<file path="src/rtl/wdtfs_pkg.sv">
`default_nettype none
// ----------------------------------------------------------------------------
// wdtfs_pkg
// Shared codes, constants and types of the watchdog timer with feed sequence.
// ----------------------------------------------------------------------------
package wdtfs_pkg;

   // Timing constants
   localparam int PRESCALE          = 4;    // ticks per counter decrement, 1..4
   localparam int MIN_TIME_CONSTANT = 255;  // floor applied to time-constant writes

   // Transaction kinds
   localparam logic [1:0] MODE_TICK  = 2'd0;
   localparam logic [1:0] MODE_WRITE = 2'd1;
   localparam logic [1:0] MODE_READ  = 2'd2;

   // Register map
   localparam logic [2:0] REG_MODE   = 3'd0;
   localparam logic [2:0] REG_TC     = 3'd1;
   localparam logic [2:0] REG_FEED   = 3'd2;
   localparam logic [2:0] REG_TV     = 3'd3;
   localparam logic [2:0] REG_CLKSEL = 3'd4;

   // Feed bytes
   localparam logic [7:0] FEED_ARM  = 8'hAA;
   localparam logic [7:0] FEED_FIRE = 8'h55;

   // Mode register bit positions
   localparam int MOD_EN_BIT  = 0;
   localparam int MOD_RST_BIT = 1;
   localparam int MOD_TOF_BIT = 2;

   typedef struct packed {
      logic [1:0]  mode;
      logic [2:0]  reg_index;
      logic [31:0] write_data;
   } wdtfs_item_type;

   typedef struct packed {
      logic [31:0] read_data;
      logic        timeout_event;
      logic        reset_request;
      logic        interrupt_level;
   } wdtfs_result_type;

endpackage : wdtfs_pkg
`default_nettype wire

</file>
<file path="src/rtl/wdtfs_core.sv">
`default_nettype none
// ----------------------------------------------------------------------------
// wdtfs_core
// Watchdog state and single-pass transaction logic: register access, feed
// sequence, prescaler and down counter. State commits when step is high.
// ----------------------------------------------------------------------------
module wdtfs_core #(
   parameter int PRESCALE          = wdtfs_pkg::PRESCALE,
   parameter int MIN_TIME_CONSTANT = wdtfs_pkg::MIN_TIME_CONSTANT
) (
   input  wire logic                        clock,
   input  wire logic                        reset,
   input  wire logic                        step,
   input  wire wdtfs_pkg::wdtfs_item_type   item,
   output wdtfs_pkg::wdtfs_result_type      result
);
   import wdtfs_pkg::*;

   localparam logic [31:0] MIN_TC   = 32'(MIN_TIME_CONSTANT);
   localparam logic [2:0]  PRE_LAST = 3'(PRESCALE);

   logic        enable_ff,      enable_in;
   logic        rst_enable_ff,  rst_enable_in;
   logic        timeout_ff,     timeout_in;
   logic        interrupt_ff,   interrupt_in;
   logic [31:0] time_const_ff,  time_const_in;
   logic [31:0] counter_ff,     counter_in;
   logic [1:0]  prescale_ff,    prescale_in;
   logic        armed_ff,       armed_in;
   logic        running_ff,     running_in;
   logic [1:0]  clk_src_ff,     clk_src_in;

   logic [2:0]  pre_inc;
   logic        underflow;

   assign pre_inc = {1'b0, prescale_ff} + 3'd1;

   always_comb begin
      enable_in     = enable_ff;
      rst_enable_in = rst_enable_ff;
      timeout_in    = timeout_ff;
      interrupt_in  = interrupt_ff;
      time_const_in = time_const_ff;
      counter_in    = counter_ff;
      prescale_in   = prescale_ff;
      armed_in      = armed_ff;
      running_in    = running_ff;
      clk_src_in    = clk_src_ff;
      underflow     = 1'b0;
      result        = '0;

      unique case (item.mode)
         MODE_TICK: begin
            if (running_ff) begin
               if (pre_inc >= PRE_LAST) begin
                  prescale_in = 2'd0;
                  if (counter_ff == 32'd0) begin
                     underflow    = 1'b1;
                     timeout_in   = 1'b1;
                     interrupt_in = 1'b1;
                     counter_in   = time_const_ff;
                  end else begin
                     counter_in = counter_ff - 32'd1;
                  end
               end else begin
                  prescale_in = pre_inc[1:0];
               end
            end
         end
         MODE_WRITE: begin
            armed_in = 1'b0;
            unique case (item.reg_index)
               REG_FEED: begin
                  if (item.write_data[7:0] == FEED_ARM) begin
                     armed_in = 1'b1;
                  end else if (item.write_data[7:0] == FEED_FIRE && armed_ff) begin
                     counter_in  = time_const_ff;
                     prescale_in = 2'd0;
                     if (enable_ff) running_in = 1'b1;
                  end
               end
               REG_MODE: begin
                  if (item.write_data[MOD_EN_BIT])   enable_in     = 1'b1;
                  if (item.write_data[MOD_RST_BIT])  rst_enable_in = 1'b1;
                  if (!item.write_data[MOD_TOF_BIT]) timeout_in    = 1'b0;
               end
               REG_TC: begin
                  time_const_in = (item.write_data < MIN_TC) ? MIN_TC : item.write_data;
               end
               REG_CLKSEL: begin
                  clk_src_in = item.write_data[1:0];
               end
               default: ;  // counter value is read-only, others unmapped
            endcase
         end
         MODE_READ: begin
            armed_in = 1'b0;
            unique case (item.reg_index)
               REG_MODE:   result.read_data = {28'd0, interrupt_ff, timeout_ff,
                                               rst_enable_ff, enable_ff};
               REG_TC:     result.read_data = time_const_ff;
               REG_TV:     result.read_data = counter_ff;
               REG_CLKSEL: result.read_data = {30'd0, clk_src_ff};
               default:    result.read_data = 32'd0;  // feed is write-only
            endcase
         end
         default: ;  // unused transaction kind
      endcase

      result.timeout_event   = underflow;
      result.reset_request   = underflow & rst_enable_ff;
      result.interrupt_level = interrupt_in;
   end

   always_ff @(posedge clock) begin
      if (reset) begin
         enable_ff     <= 1'b0;
         rst_enable_ff <= 1'b0;
         timeout_ff    <= 1'b0;
         interrupt_ff  <= 1'b0;
         time_const_ff <= MIN_TC;
         counter_ff    <= MIN_TC;
         prescale_ff   <= 2'd0;
         armed_ff      <= 1'b0;
         running_ff    <= 1'b0;
         clk_src_ff    <= 2'd0;
      end else if (step) begin
         enable_ff     <= enable_in;
         rst_enable_ff <= rst_enable_in;
         timeout_ff    <= timeout_in;
         interrupt_ff  <= interrupt_in;
         time_const_ff <= time_const_in;
         counter_ff    <= counter_in;
         prescale_ff   <= prescale_in;
         armed_ff      <= armed_in;
         running_ff    <= running_in;
         clk_src_ff    <= clk_src_in;
      end
   end

endmodule : wdtfs_core
`default_nettype wire

</file>
<file path="src/rtl/watchdog_timer_with_feed_sequence_top.sv">
`default_nettype none
// ----------------------------------------------------------------------------
// watchdog_timer_with_feed_sequence_top
// Watchdog peripheral with a two-write feed sequence, driven by transactions.
// ----------------------------------------------------------------------------
// Each request transaction is a watchdog clock tick, a register write or a
// register read, and gives exactly one response transaction. A request is
// captured in an input register, processed by the core against the watchdog
// state, and its response lands in an output register. The block sustains
// one transaction per cycle while responses are taken. Both registers advance
// together, so a request is taken while an earlier response still waits.
// The counter reloads when a feed write of 0xAA is directly followed by one
// of 0x55 (any other read or write cancels, ticks and unused kinds do not);
// counting starts with the first valid feed after enable and decrements
// every four ticks. Underflow raises the timeout and sticky interrupt flags,
// reports a reset request if reset-enable is set, and reloads the counter.
// ----------------------------------------------------------------------------
module watchdog_timer_with_feed_sequence_top #(
   parameter int PRESCALE          = wdtfs_pkg::PRESCALE,
   parameter int MIN_TIME_CONSTANT = wdtfs_pkg::MIN_TIME_CONSTANT
) (
   input  wire logic        clock,
   input  wire logic        reset,
   input  wire logic        req_valid,
   output logic             req_ready,
   input  wire logic [1:0]  req_mode,
   input  wire logic [2:0]  req_reg_index,
   input  wire logic [31:0] req_write_data,
   output logic             rsp_valid,
   input  wire logic        rsp_ready,
   output logic [31:0]      rsp_read_data,
   output logic             rsp_timeout_event,
   output logic             rsp_reset_request,
   output logic             rsp_interrupt_level
);
   import wdtfs_pkg::*;

   // input stage
   logic             in_valid_ff;
   wdtfs_item_type   item_ff;

   // output stage
   logic             out_valid_ff;
   wdtfs_result_type result_ff;
   wdtfs_result_type core_result;

   logic advance;

   // The input stage moves into the output stage whenever the output stage
   // is empty or its transaction is being taken this cycle.
   assign advance   = in_valid_ff & (~out_valid_ff | rsp_ready);
   assign req_ready = ~in_valid_ff | advance;

   wdtfs_core #(
      .PRESCALE          (PRESCALE),
      .MIN_TIME_CONSTANT (MIN_TIME_CONSTANT)
   ) u_core (
      .clock  (clock),
      .reset  (reset),
      .step   (advance),
      .item   (item_ff),
      .result (core_result)
   );

   always_ff @(posedge clock) begin
      if (reset) begin
         in_valid_ff  <= 1'b0;
         out_valid_ff <= 1'b0;
      end else begin
         if (req_ready) in_valid_ff <= req_valid;
         if (advance) begin
            out_valid_ff <= 1'b1;
         end else if (rsp_ready) begin
            out_valid_ff <= 1'b0;
         end
      end
   end

   // payload registers, no reset needed
   always_ff @(posedge clock) begin
      if (req_ready && req_valid) begin
         item_ff.mode       <= req_mode;
         item_ff.reg_index  <= req_reg_index;
         item_ff.write_data <= req_write_data;
      end
      if (advance) result_ff <= core_result;
   end

   assign rsp_valid           = out_valid_ff;
   assign rsp_read_data       = result_ff.read_data;
   assign rsp_timeout_event   = result_ff.timeout_event;
   assign rsp_reset_request   = result_ff.reset_request;
   assign rsp_interrupt_level = result_ff.interrupt_level;

endmodule : watchdog_timer_with_feed_sequence_top
`default_nettype wire

</file>
<file path="config.mk">
export PLATFORM = sky130hd
export DESIGN_NAME = watchdog_timer_with_feed_sequence_top
export DESIGN_NICKNAME = d
export VERILOG_FILES = /design/src/rtl/wdtfs_pkg.sv /design/src/rtl/wdtfs_core.sv /design/src/rtl/watchdog_timer_with_feed_sequence_top.sv
export SDC_FILE = /design/constraint.sdc
export NUM_CORES = 1
export LEC_CHECK = 0
export BUFFER_PORTS_ARGS = -buffer_cell sky130_fd_sc_hd__buf_2
export CAP_MARGIN = 15
export CORE_ASPECT_RATIO = 0.9
export CORE_MARGIN = 2
export CORE_UTILIZATION = 40
export CTS_BUF_LIST = sky130_fd_sc_hd__clkbuf_8
export CTS_CLUSTER_SIZE = 28
export DETAILED_ROUTE_END_ITERATION = 8
export GPL_TIMING_DRIVEN = 0
export RECOVER_POWER = 25
export SETUP_SLACK_MARGIN = 0.1
export SLEW_MARGIN = 20
export SYNTH_ARGS = -nofsm -noshare
export SYNTH_HDL_FRONTEND = slang
export SYNTH_SLANG_ARGS = --single-unit
</file>
<file path="constraint.sdc">
create_clock -name clock -period 3.9 [get_ports clock]
set_input_delay 0.39 -clock clock [delete_from_list [all_inputs] [get_ports clock]]
set_output_delay 0.39 -clock clock [all_outputs]
set_load 0.05 [all_outputs]
</file>
==> metrics.txt <==
run status completed; met2 wire length roughly 8000 um; Num CTS Buffers 17; largest net degree at the start of global routing 38; Via density ~5.6; post-synthesis cell count about 680; Final Hold Viols 0; startpoint types flop; CTS tree yes; setup TNS 0 ps; Fmax achieved ~340 MHz; Detail Route Antenna Nets 0; clock transition at the registers of the reported paths about 90 ps; Seq/Total Area, Yosys 0.5593; share of flip-flops with an asynchronous set or reset 0; drt total wl between 15,000 and 20,000 um; vias in the first global route 5,318; Inst Count DP between 900 and 1,000; Post-Syn Nets 725; final setup fails 0; iteration count of the initial detailed-routing pass 5; Hold Path Class input pin to flop; Placement Cell Area roughly 7300 um^2; die area around 18,000 um^2; DRC 0; Main synth FF type dfxtp_1; die width ~140 um; Pwr Density a little over 400 nW/um^2; Die Y around 130 um; # IOs 78; Slew Viols, Final 0; routed wl met3 between 1500 and 2000 um; clock root buffer clkbuf_8; worst-skew pair later-pin latency between 400 and 500 ps; initial antenna violation count 0; CP Class flop to flop; Core Region about 16,000 um^2; num rows 44; drt initial violations 491; Finished Layout Cells 994; measured slew at the worst slew-check pin about 900 ps; GRT Util Overall 0.2181; first-pass GRT wire length about 30,000 um; share of cells above drive strength 1 0.1385; Max Cap Violations 0; Post-DP HPWL ~14,000 um; mapped cell area 6586 um^2; Tot Pwr between 3 and 4 mW; fin crit share 0.7476; Critical Path, Cell by Cell inv_1 -> ha_1 -> mux2i_1 -> or4b_4 -> a21oi_1 -> clkbuf_1 -> nand3_1 -> xnor2_1 -> o2bb2ai_1; peak supply drop about 0.00024 V; routability cong. about 0.95; RSZ-0062 raised after global routing false; Cell variety after synth 57; port bufs 76; Filler Cell Count approximately 1,600; H-tree depth 4; M1 WL roughly 8600 um; Worst EP arrival 3240 ps; crit-path max cell delay about 590 ps; area of the multi-input gates between 2000 and 3000 um^2; uppermost layer routed met4; worst-path fanout max 10; critical path endpoint category flop; Register Area around 3700 um^2; CP max-delay cell or4b_4; # nets final about 820; fin area 7646 um^2; Initial Utilization 0.4083; clk sinks roughly 150; post_cts resized 0; Synth warnings 0; Worst Skew approximately 17 ps; leakage 2.609 nW; Avg Cell Area, Syn 9.714 um^2; Inserted Diodes 0; post-CTS setup buffer count 0; clock buffer depth 2; Hold Buf Count CTS 0; fin crit period between 2000 and 3000 ps; FF+latch count, synth between 100 and 150; EDFF count, synth a little over 70; grt total ovfl 0; Vias 5,609; routed len/inst approximately 19 um; slew margin rel. 0.3946; layout overhead on the synthesized area 16.09%; Data required, critical path approximately 4200 ps
## flip-flops by register name, indices dropped and copies added (netlist names)
register and count:
item_ff 37, rsp_read_data 32, u_core.counter_ff 32, u_core.time_const_ff 32, u_core.clk_src_ff 2, u_core.prescale_ff 2, in_valid_ff 1, rsp_interrupt_level 1
rsp_reset_request 1, rsp_timeout_event 1, rsp_valid 1, u_core.armed_ff 1, u_core.enable_ff 1, u_core.interrupt_ff 1, u_core.rst_enable_ff 1, u_core.running_ff 1
u_core.timeout_ff 1
## layer usage
metal  track usage  vias up
met5             0        -
met4       0.07605        0
met1        0.3132     2636
li1              -     2704
met2        0.3163      242
met3       0.06198       27
## cell usage after synthesis (3+ instances only)
| library cell | n | share of area |
|---|---|---|
| a21o_1 | 3 | 0.0034 |
| a21oi_1 | 58 | 0.044 |
| a22oi_1 | 40 | 0.046 |
| a31o_1 | 5 | 0.0066 |
| a31oi_1 | 9 | 0.0085 |
| and2_1 | 10 | 0.0095 |
| and3_1 | 5 | 0.0047 |
| buf_1 | 3 | 0.0017 |
| buf_2 | 6 | 0.0046 |
| buf_4 | 4 | 0.0046 |
| clkbuf_1 | 34 | 0.019 |
| dfxtp_1 | 76 | 0.23 |
| edfxtp_1 | 72 | 0.33 |
| ha_1 | 6 | 0.011 |
| inv_1 | 9 | 0.0051 |
| mux2i_1 | 6 | 0.0091 |
| nand2_1 | 83 | 0.047 |
| nand3_1 | 13 | 0.0099 |
| nand3b_1 | 6 | 0.0068 |
| nand4_1 | 6 | 0.0057 |
| nor2_1 | 82 | 0.047 |
| nor2b_1 | 4 | 0.0038 |
| nor3_1 | 24 | 0.018 |
| nor3b_1 | 5 | 0.0057 |
| nor4_1 | 21 | 0.020 |
| o21ai_0 | 11 | 0.0084 |
| o21ai_1 | 23 | 0.017 |
| o22ai_1 | 8 | 0.0076 |
| o31ai_1 | 4 | 0.0046 |
| o32ai_1 | 4 | 0.0053 |
| or2_2 | 3 | 0.0028 |
| or3_1 | 3 | 0.0028 |
## metrics by stage
step | util | hold WS (ps) | setup slack [ps]
floorplan | - | 441.2 | 966.1
CTS | 0.4759 | 79.74 | 1039
global placement | 0.4480 | 455.9 | 445.0
detailed placement | 0.4497 | 462.3 | 1048
global route | 0.4740 | 88.83 | 810.1
finish | 0.4740 | 107.0 | 984.3
## critical path: cells and delay by family (launching register included)
kind	cells	cell delay [ps]
AOI/OAI and AO/OA	2	480
xor gates and xnor gates	1	160
adders and majority gates	1	260
DFF	1	410
buffers and inverters	2	560
muxes	1	140
and+or+nand+nor	2	780
## logic make-up after synthesis
logic type      share of synthesized area
compound gates                     0.1702
xor+xnor                         0.001330
fa+ha+maj                         0.01140
buf+inv                           0.03590
flops                              0.5593
mux                               0.01254
simple gates                       0.2093
## cell type report
class	instances	share of cell area
plain buffers	47	0.02586
clock buffers	17	0.03060
clock inverters	15	0.02471
inverters	10	0.004909
multi-input cells	473	0.3495
flip-flops and latches	148	0.4818
well taps	207	0.03387
repair buffers	77	0.04876
## report_power, final
group / internal [mW] / total [mW] / leakage [nW] / switching [mW]
Clock: 0.689 / 1.28 / 0.204 / 0.590
Sequential: 1.67 / 1.69 / 1.31 / 0.0214
Combinational: 0.0530 / 0.210 / 1.09 / 0.157
Total: 2.41 / 3.18 / 2.61 / 0.768
## path summary, 6_finish.rpt
path,startpoint,to,slack (ps),cells past startpoint
worst max register to register,item_ff[35]$_DFFE_PP_,u_core.counter_ff[28]$_SDFFE_PP0P_,980,9
worst max-delay path,item_ff[35]$_DFFE_PP_,u_core.counter_ff[28]$_SDFFE_PP0P_,980,9
worst min-delay path,req_write_data[8],item_ff[8]$_DFFE_PP_,110,1
worst min register to register,u_core.armed_ff$_SDFFE_PP0P_,u_core.armed_ff$_SDFFE_PP0P_,470,2
## placed cells by master, fill, tap and decap left out, types with 13 or more instances in the layout
cell type / count
a22oi_1: 40
nor4_1: 21
clkbuf_8: 17
a21oi_1: 58
dfxtp_1: 76
buf_2: 59
edfxtp_1: 72
nand2_1: 83
nor3_1: 24
clkbuf_1: 57
nor2_1: 82
nand3_1: 13
o21ai_1: 23
(Power assumes the default switching activity.)
